## config.mk

```make
export PLATFORM = sky130hd
export DESIGN_NAME = trimmed_mean_adc_voltage_top
export DESIGN_NICKNAME = d
export VERILOG_FILES = /design/src/trmadc_pkg.sv /design/src/trimmed_mean_adc_voltage_top.sv
export VERILOG_INCLUDE_DIRS = /design/src /design/src/src
export SDC_FILE = /design/constraint.sdc
export NUM_CORES = 1
export LEC_CHECK = 0
export BUFFER_PORTS_ARGS = -buffer_cell sky130_fd_sc_hd__buf_2
export CORE_ASPECT_RATIO = 1.2
export CORE_UTILIZATION = 36
export CTS_BUF_LIST = sky130_fd_sc_hd__clkbuf_4 sky130_fd_sc_hd__clkbuf_8
export CTS_CLUSTER_SIZE = 28
export DETAILED_ROUTE_END_ITERATION = 16
export SYNTH_ARGS = -nofsm -noshare
export SYNTH_HDL_FRONTEND = slang
export SYNTH_SLANG_ARGS = --single-unit
```

## constraint.sdc

```tcl
create_clock -name clk -period 5.65 [get_ports clk]
set_input_delay 1.13 -clock clk [delete_from_list [all_inputs] [get_ports clk]]
set_output_delay 1.13 -clock clk [all_outputs]
set_load 0.005 [all_outputs]
```

## src/trimmed_mean_adc_voltage_top_macros.svh

```systemverilog
`ifndef TRIMMED_MEAN_ADC_VOLTAGE_TOP_MACROS_SVH
`define TRIMMED_MEAN_ADC_VOLTAGE_TOP_MACROS_SVH

// check an implication on every clock edge outside reset
`define TMAV_ASSERT_IMP(label, ante, cons, msg) \
  label: assert property (@(posedge clk) disable iff (!rst_n) (ante) |-> (cons)) \
    else $error(msg);

// check an implication with its consequent in the next cycle, outside reset
`define TMAV_ASSERT_NEXT(label, ante, cons, msg) \
  label: assert property (@(posedge clk) disable iff (!rst_n) (ante) |=> (cons)) \
    else $error(msg);

`endif

```

## src/trmadc_pkg.sv

```systemverilog
package trmadc_pkg;

  localparam int ADC_W          = 12;
  localparam int MV_W           = 13;
  localparam int PROD_W         = ADC_W + MV_W;
  localparam int BATCH_SIZE_DEF = 5;

  localparam logic [ADC_W-1:0] ADC_FULL_SCALE = 12'd4095;
  localparam logic [MV_W-1:0]  VREF_RESET     = 13'd3280;

  typedef logic [ADC_W-1:0] adc_t;
  typedef logic [MV_W-1:0]  mv_t;
  typedef logic [PROD_W-1:0] prod_t;

  // floor(x / 4095) for x < 4095 * 8192: x = hi*4095 + (hi + lo)
  function automatic mv_t div_full_scale(input prod_t x);
    logic [MV_W-1:0]  hi;
    logic [ADC_W-1:0] lo;
    logic [MV_W:0]    rem;
    logic [MV_W-1:0]  q;
    hi  = x[PROD_W-1:ADC_W];
    lo  = x[ADC_W-1:0];
    rem = {1'b0, hi} + {2'b00, lo};
    q   = hi;
    if (rem >= {1'b0, ADC_FULL_SCALE, 1'b0}) begin
      q = hi + 13'd2;
    end else if (rem >= {2'b00, ADC_FULL_SCALE}) begin
      q = hi + 13'd1;
    end
    return q;
  endfunction

endpackage

```

## src/trimmed_mean_adc_voltage_top.sv

```systemverilog
// A completed batch passes through registers a, b, c and out; stalls can hold it.
// Throughput: one sample request per cycle while in_stall is low; one result per
// BATCH_SIZE samples. in_stall rises only when the result pipeline is full and
// out_stall holds it. Reset (synchronous, rst_n low): batch cleared, pipeline
// emptied, vref_mv back to 3280.
module trimmed_mean_adc_voltage_top #(
  parameter int BATCH_SIZE = trmadc_pkg::BATCH_SIZE_DEF
) (
  input  logic                   clk,
  input  logic                   rst_n,
  input  logic                   cfg_wr_en,
  input  logic [trmadc_pkg::MV_W-1:0]  cfg_wr_data,
  input  logic                   in_valid,
  output logic                   in_stall,
  input  logic [trmadc_pkg::ADC_W-1:0] in_adc_sample,
  output logic                   out_valid,
  input  logic                   out_stall,
  output logic [trmadc_pkg::ADC_W-1:0] out_mean_code,
  output logic [trmadc_pkg::MV_W-1:0]  out_voltage_mv
);
  import trmadc_pkg::*;

  `include "trimmed_mean_adc_voltage_top_macros.svh"

  localparam int CNT_W  = $clog2(BATCH_SIZE);
  localparam int SUM_W  = ADC_W + $clog2(BATCH_SIZE);
  localparam int DIV    = BATCH_SIZE - 2;
  localparam int RK     = SUM_W + $clog2(DIV);
  localparam int RM_W   = SUM_W + 1;
  localparam longint unsigned RM = ((64'd1 << RK) + DIV - 1) / DIV;
  localparam int RP_W   = SUM_W + RM_W;

  localparam logic [CNT_W-1:0] CNT_LAST = CNT_W'(BATCH_SIZE - 1);
  localparam logic [RM_W-1:0]  RECIP    = RM_W'(RM);

  logic [MV_W-1:0]  vref_r;
  logic [CNT_W-1:0] cnt_r;
  logic [SUM_W-1:0] sum_r, sum_nxt;
  adc_t             min_r, min_nxt, max_r, max_nxt;
  logic [SUM_W-1:0] tsum_nxt;

  logic             a_vld_r, b_vld_r, c_vld_r, out_vld_r;
  logic [SUM_W-1:0] a_tsum_r;
  adc_t             b_mean_r, c_mean_r, out_mean_r;
  prod_t            c_prod_r;
  mv_t              out_mv_r;
  logic [RP_W-1:0]  recip_prod;

  logic ready_out, ready_c, ready_b, ready_a;
  logic in_acc, last;

  function automatic logic [RP_W-1:0] b_mean_dummy_free(input logic [SUM_W-1:0] t);
    return RP_W'(t) * RP_W'(RECIP);
  endfunction

  assign ready_out = !out_vld_r || !out_stall;
  assign ready_c   = !c_vld_r || ready_out;
  assign ready_b   = !b_vld_r || ready_c;
  assign ready_a   = !a_vld_r || ready_b;

  assign in_stall  = !ready_a;
  assign in_acc    = in_valid && ready_a;
  assign last      = (cnt_r == CNT_LAST);

  always_comb begin
    sum_nxt  = sum_r + SUM_W'(in_adc_sample);
    min_nxt  = (in_adc_sample < min_r) ? in_adc_sample : min_r;
    max_nxt  = (in_adc_sample > max_r) ? in_adc_sample : max_r;
    tsum_nxt = sum_nxt - SUM_W'(min_nxt) - SUM_W'(max_nxt);
  end

  assign recip_prod = RP_W'(b_mean_dummy_free(a_tsum_r));

  always_ff @(posedge clk) begin
    if (!rst_n) begin
      vref_r <= VREF_RESET;
    end else if (cfg_wr_en) begin
      vref_r <= cfg_wr_data;
    end
  end

  always_ff @(posedge clk) begin
    if (!rst_n) begin
      cnt_r <= '0;
      sum_r <= '0;
      min_r <= ADC_FULL_SCALE;
      max_r <= '0;
    end else if (in_acc) begin
      if (last) begin
        cnt_r <= '0;
        sum_r <= '0;
        min_r <= ADC_FULL_SCALE;
        max_r <= '0;
      end else begin
        cnt_r <= cnt_r + CNT_W'(1);
        sum_r <= sum_nxt;
        min_r <= min_nxt;
        max_r <= max_nxt;
      end
    end
  end

  always_ff @(posedge clk) begin
    if (!rst_n) begin
      a_vld_r   <= 1'b0;
      b_vld_r   <= 1'b0;
      c_vld_r   <= 1'b0;
      out_vld_r <= 1'b0;
    end else begin
      if (ready_a) begin
        a_vld_r <= in_acc && last;
      end
      if (ready_b) begin
        b_vld_r <= a_vld_r;
      end
      if (ready_c) begin
        c_vld_r <= b_vld_r;
      end
      if (ready_out) begin
        out_vld_r <= c_vld_r;
      end
    end
  end

  always_ff @(posedge clk) begin
    if (in_acc && last) begin
      a_tsum_r <= tsum_nxt;
    end
    if (ready_b && a_vld_r) begin
      b_mean_r <= recip_prod[RK +: ADC_W];
    end
    if (ready_c && b_vld_r) begin
      c_mean_r <= b_mean_r;
      c_prod_r <= PROD_W'(b_mean_r) * PROD_W'(vref_r);
    end
    if (ready_out && c_vld_r) begin
      out_mean_r <= c_mean_r;
      out_mv_r   <= div_full_scale(c_prod_r);
    end
  end

  assign out_valid      = out_vld_r;
  assign out_mean_code  = out_mean_r;
  assign out_voltage_mv = out_mv_r;

  `TMAV_ASSERT_IMP(a_cnt_range, 1'b1, cnt_r <= CNT_LAST, "batch count out of range")
  `TMAV_ASSERT_IMP(a_min_max, cnt_r != '0, min_r <= max_r, "batch min above max")
  `TMAV_ASSERT_NEXT(a_last_launch, in_acc && last, a_vld_r && cnt_r == '0,
                    "completed batch not launched")
  `TMAV_ASSERT_NEXT(a_cnt_step, in_acc && !last, cnt_r == $past(cnt_r) + CNT_W'(1),
                    "batch count did not advance")

endmodule

```

Word-level counts from Yosys, hierarchy flattened
Cells that the tools add are included.
{ "totals": {"reg_bits": 148, "input_bits": 30, "out_inout_bits": 27, "wordCells": 52} }
{ "classes": {"n_addsub": 7, "mul": 2, "n_lt_le_gt_ge": 4, "eq_ne": 1, "n_mux": 8, "n_reduce_logical": 15} }
{ "op_table": {"columns": ["op", "count"], "rows": [
  ["$mux W12", 4],
  ["$sub A15 B12 Y15", 2],
  ["$mul A15 B16 Y29 const B", 1],
  ["$mux W13", 2],
  ["$mul A12 B13 Y25", 1],
  ["$add A15 B12 Y15", 1],
  ["$mux W15", 1],
  ["$add A13 B12 Y14", 1],
  ["$ge A14 B12 Y1 const B", 1],
  ["$ge A14 B13 Y1 const B", 1],
  ["$add A13 B1 Y13 const B", 1],
  ["$add A13 B2 Y13 const B", 1],
  ["$gt A12 B12 Y1", 1],
  ["$lt A12 B12 Y1", 1],
  ["$logic_not A1 Y1", 6],
  ["$logic_and A1 B1 Y1", 5],
  ["$logic_or A1 B1 Y1", 4],
  ["$add A3 B1 Y3 const B", 1],
  ["$eq A3 B3 Y1 const B", 1],
  ["$mux W3", 1]
]} }

Logic depth before layout (Yosys ltp)
{ "depth": {"depth_word": 7, "mapped_depth": 23} }

Least setup slack after synthesis
No wires, ideal clock.
{ "synth_path": {"path_kind": "input-to-reg", "from": "input port in_adc_sample[1] (netlist bit)", "to": "register a_tsum_r[14], data pin", "setup_ns": 0.262, "arrival_ns": 5.595, "t_required_ns": 5.388, "slack_ns": -0.207, "cell_stages": 21, "n_path_buf": 1, "cell_sequence": "ha_1 nor2b_1 o21ai_0 nand2b_1 a21oi_1 or3_1 a21oi_1 clkbuf_1 mux2_2 fa_1 inv_1 ha_1 a21o_1 a21oi_1 o21ai_0 o41ai_1 o21ai_0 o21a_1 o21a_1 nor3_1 xnor2_1"} }
{ "synth_between": {"elab_chain_cells": 4, "word_cells_on_any_way": 7, "cone_classes": "add/sub: 3; order compare: 2; mux: 2"} }
{ "synth_rtl": {"columns": ["item", "line_no", "rtl"], "rows": [
  ["from (decl)", "trimmed_mean_adc_voltage_top.sv:15", "input logic [trmadc_pkg::ADC_W-1:0] in_adc_sample,"],
  ["$lt A12 B12 Y1", "trimmed_mean_adc_voltage_top.sv:67", "min_nxt = (in_adc_sample < min_r) ? in_adc_sample : min_r;"],
  ["$mux W12", "trimmed_mean_adc_voltage_top.sv:67", null],
  ["$sub A15 B12 Y15", "trimmed_mean_adc_voltage_top.sv:69", "tsum_nxt = sum_nxt - SUM_W'(min_nxt) - SUM_W'(max_nxt);"],
  ["$sub A15 B12 Y15 *", "trimmed_mean_adc_voltage_top.sv:69", null],
  ["named net tsum_nxt[14]", "trimmed_mean_adc_voltage_top.sv:40", "logic [SUM_W-1:0] tsum_nxt;"],
  ["to (signal assigned)", "trimmed_mean_adc_voltage_top.sv:127", "a_tsum_r <= tsum_nxt;"],
  ["to (decl)", "trimmed_mean_adc_voltage_top.sv:43", "logic [SUM_W-1:0] a_tsum_r;"]
]} }
The timed path passes the listed nets; every way through them passes the cells marked *.
A chain may end at the register's enable or synchronous reset.

Worst setup path after layout
{ "layout_path": {"from": "register b_mean_r[7]", "to": "register c_prod_r[24], data pin"} }
{ "layout_between": {"elab_chain_cells": 1} }
{ "layout_rtl": {"columns": ["item", "line_no", "rtl"], "rows": [
  ["from (decl)", "trimmed_mean_adc_voltage_top.sv:44", "adc_t b_mean_r, c_mean_r, out_mean_r;"],
  ["from (signal assigned)", "trimmed_mean_adc_voltage_top.sv:130", "b_mean_r <= recip_prod[RK +: ADC_W];"],
  ["$mul A12 B13 Y25", "trimmed_mean_adc_voltage_top.sv:134", "c_prod_r <= PROD_W'(b_mean_r) * PROD_W'(vref_r);"],
  ["to (signal assigned)", "trimmed_mean_adc_voltage_top.sv:134", null],
  ["to (decl)", "trimmed_mean_adc_voltage_top.sv:45", "prod_t c_prod_r;"]
]} }
Every way passes these cells.

==> impl_metrics.yaml <==
synth:
  synthAdderAreaFrac_pct: 40.11
  synth_compound_area_share_pct: 8.474
  ys_seq_elements: 148
  synth_edf_count: 89
  synth_top_area_share_pct: 22.88
  synth_top_family_by_area: "adder cells"
  syn_avg_cell_area_um2: 9.904
  synth_cells: 1643
  synth_mux_area_share_pct: 3.191
  synth-xor-area-share_pct: 3.983
  synth_area_leaders: "fa_1 (23%), ha_1 (17%), edfxtp_1 (16%), dfxtp_1 (7.3%), inv_1 (7.0%)"
  yosys.area_share.simple_pct: 12.49
  synthArstFlopShare_pct: 0
  synth_top_cell_by_area: "fa_1"
  syn_nets: 2083
  ys_types: 60
  netlist_area_um2: 16270
  synth_warnings: 0
  synth_most_common_cell: "inv_1"
  synth_ff_type: "edfxtp_1"
  yosys-top-cells-count: "inv_1 (302), ha_1 (224), fa_1 (186)"
  synth_seq_area_share_pct: 23.68
sta:
  fin_crit_ps: 5509
  slew_headroom_pct: 26.55
  max_clock_freq_mhz: 181.5
  fin_crit_sh_pct: 97.51
  setup_viol: 0
  clock_skew_ps: 21.39
  slew_viol_final: 0
  worstMarginPinSlew_ps: 1099
  rsz0062_at_grt: "true"
  hold_viol_final: 0
drt:
  post-route-drc-count: 0
  ant_nets: 0
  drtIter0Drc: 534
  wl_um: 37190
  vias_per_cell: 4.815
  vias: 11720
  dr.pass1.iters: 5
  post_drt_wl_per_cell_um: 15.29
layout:
  drive_gt1_share_pct: 16.22
  final_core_utilization_pct: 42.66
  stdcell_area_um2: 18880
  seq_area_um2: 3855
  nFillCells: 4289
  fin_cells: 2433
  multi_input_area_um2: 11320
  area_growth_pct: 16.01
  insertedDiodeCount: 0
  fin_nets: 2258
grt:
  grt_pass1_wl_um: 60970
  grt_max_degree: 49
  grt_pass1_vias: 12350
  overflow: 0
  antenna_found_initial: 0
  grt.total_usage_pct: 16.72
clock_network:
  h-tree-depth: 4
  clk_latency_ps: 510
  cts_buffers: 17
  ctsLongestPathBuffers: 2
  clockRootBuffer: "clkbuf_8"
  cts_hold_buf: 0
  cts.sinks: 148
  path_clk_slew_ps: 100
  cts_tree: "done"
power:
  intPower_mw: 3.038
  netSwitchingFraction_pct: 38.82
  p_total_mw: 4.966
  sequentialPowerShare_pct: 26.7
  ir_drop_v: 0.0001625
  power.switching_mw: 1.928
  comb_power_share_pct: 55.1
  power_frac_clock_pct: 18.2
  leakage_nw: 9.116
  power_density_nw_per_um2: 263.1
setup_path:
  startpoint_type: "register"
  crit_required_ps: 5900
  cp_slowest_stage_delay_ps: 560
  path_common_cell: "fa_1"
  ff2ff_path_depth: 20
  critPathSlowestCell: "edfxtp_1"
  critical_path.endpoint_type: "register"
  crit_type: "reg2reg"
  cp_max_fo: 6
  path_cells: "buf_6, buf_4, and2_1, fa_1, inv_1, fa_1, inv_1, fa_1, fa_1, inv_1, fa_1, inv_1, ha_1, o21a_1, nor2_2, a211oi_2, or3_1, a31o_2, a21oi_2, xnor2_1"
  critPathArrivalTime_ps: 5760
floorplanning:
  fp.dieW_um: 196.1
  fp.coreArea_um2: 44250
  chipHeight_um: 234.9
  initial_core_util_pct: 36.77
  die-area_um2: 46060
  rows: 84
  pin_count: 57
run_status:
  status: "finished, final reports clean"
worst_hold_path:
  hold_class: "reg2reg"
  hold_depth: 0
flow_run:
  drv_cap: 0
placement:
  portBuffers: 56
  gp_congestion: 0.9377
  place_area_um2: 18150
  place_inst: 2391
  dpl.hpwl_um: 31430
==> flip-flops by register name, summed over array words and instances (netlist names), 3 cells and up <==
signal          flops
c_mean_r           12
out_voltage_mv     13
out_mean_code      12
b_mean_r           12
vref_r             13
c_prod_r           25
max_r              12
a_tsum_r           15
min_r              12
sum_r              15
cnt_r               3
==> routing by layer <==
| metal | GRT usage, % | wire [µm] | share of wire [%] | vias to the layer above |
|---|---|---|---|---|
| met4 | 5.895 | 1037 | 2.8 | 0 |
| met2 | 30.76 | 19100 | 51 | 184 |
| met5 | 0 | 0 | 0 | - |
| met3 | 2.354 | 957 | 2.6 | 50 |
| li1 | - | - | - | 5730 |
| met1 | 19.61 | 16090 | 43 | 5751 |
==> area by class of cell <==
class	count	share of cell area (%)
timing repair buffer	199	7.404
tap	602	3.990
clock buffer	17	1.239
clock inverter	15	0.9876
multi-input combinational	1150	59.95
inverter	302	6.005
sequential	148	20.42
==> critical path: cells and delay by family (launching register included) <==
kind            cells  cell delay (ps)
compound gates      4              640
simple gates        3              630
fa+ha+maj           6             2830
flops               1              560
xor+xnor            1               70
buf+inv             6              520
==> cell usage in the layout, fill, tap and decap left out, types with 7 or more instances in the layout <==
master	instances
and3_1	10
xnor2_1	57
ha_1	217
nor2_1	46
and2_1	67
o22ai_1	7
edfxtp_1	89
buf_4	136
mux2i_1	35
ha_4	7
fa_1	182
nor2b_1	34
dfxtp_1	58
a211oi_1	7
a22oi_1	16
o21a_1	12
a21oi_1	49
a21o_1	22
nand4_1	7
nor3_1	24
buf_2	56
clkbuf_8	17
a21oi_2	7
o21bai_1	8
inv_1	298
xor2_1	17
nand3_1	23
o21ai_0	32
nand2b_1	15
mux2_2	15
nand2_1	158
==> worst paths after layout <==
| kind | startpoint | endpoint | slack (ps) |
|---|---|---|---|
| min reg2reg | c_mean_r[7]$_DFFE_PP_ | out_mean_code[7]$_DFFE_PP_ | 420 |
| min | c_mean_r[7]$_DFFE_PP_ | out_mean_code[7]$_DFFE_PP_ | 420 |
| max | b_mean_r[7]$_DFFE_PP_ | c_prod_r[24]$_DFFE_PP_ | 140 |
| max reg2reg | b_mean_r[7]$_DFFE_PP_ | c_prod_r[24]$_DFFE_PP_ | 140 |
==> what timing repair did <==
item                       in CTS  in global routing
setup endpoints to repair       8                 10
resized for setup              16                 29
pin swaps                       2                 34
buffers inserted                6                  5
==> through the flow <==
| stage | hold slack, ps | worst slack (ps) | TNS, ps |
|---|---|---|---|
| 4_1_cts | 417.1 | -14.88 | -14.88 |
| 3_5_place_dp | 404.5 | -288.0 | -919.4 |
| 5_1_grt | 427.7 | -67.43 | -271.5 |
| 2_1_floorplan | 400.3 | 4.700 | 0 |
| 6_report | 416.4 | 140.6 | 0 |
| 3_3_place_gp | 402.8 | -165.7 | -343.2 |
==> cells by family after synthesis <==
| logic type | count (synthesis) |
|---|---|
| buffers and inverters | 345 |
| XOR/XNOR | 74 |
| flip-flops | 148 |
| multiplexers | 50 |
| AND/OR/NAND/NOR | 410 |
| AO/OA/AOI/OAI | 206 |
| adder cells (fa/ha/maj) | 410 |
==> power by group through the flow <==
stage	Sequential, mW	Combinational [mW]	Clock, mW
2_1_floorplan	1.34	1.84	0
3_3_place_gp	1.35	2.56	0
3_5_place_dp	1.35	2.62	0
4_1_cts	1.33	2.66	0.933
5_1_grt	1.33	3.12	0.967
6_report	1.33	2.74	0.905
Note: power is estimated with default switching activity, not from simulation.
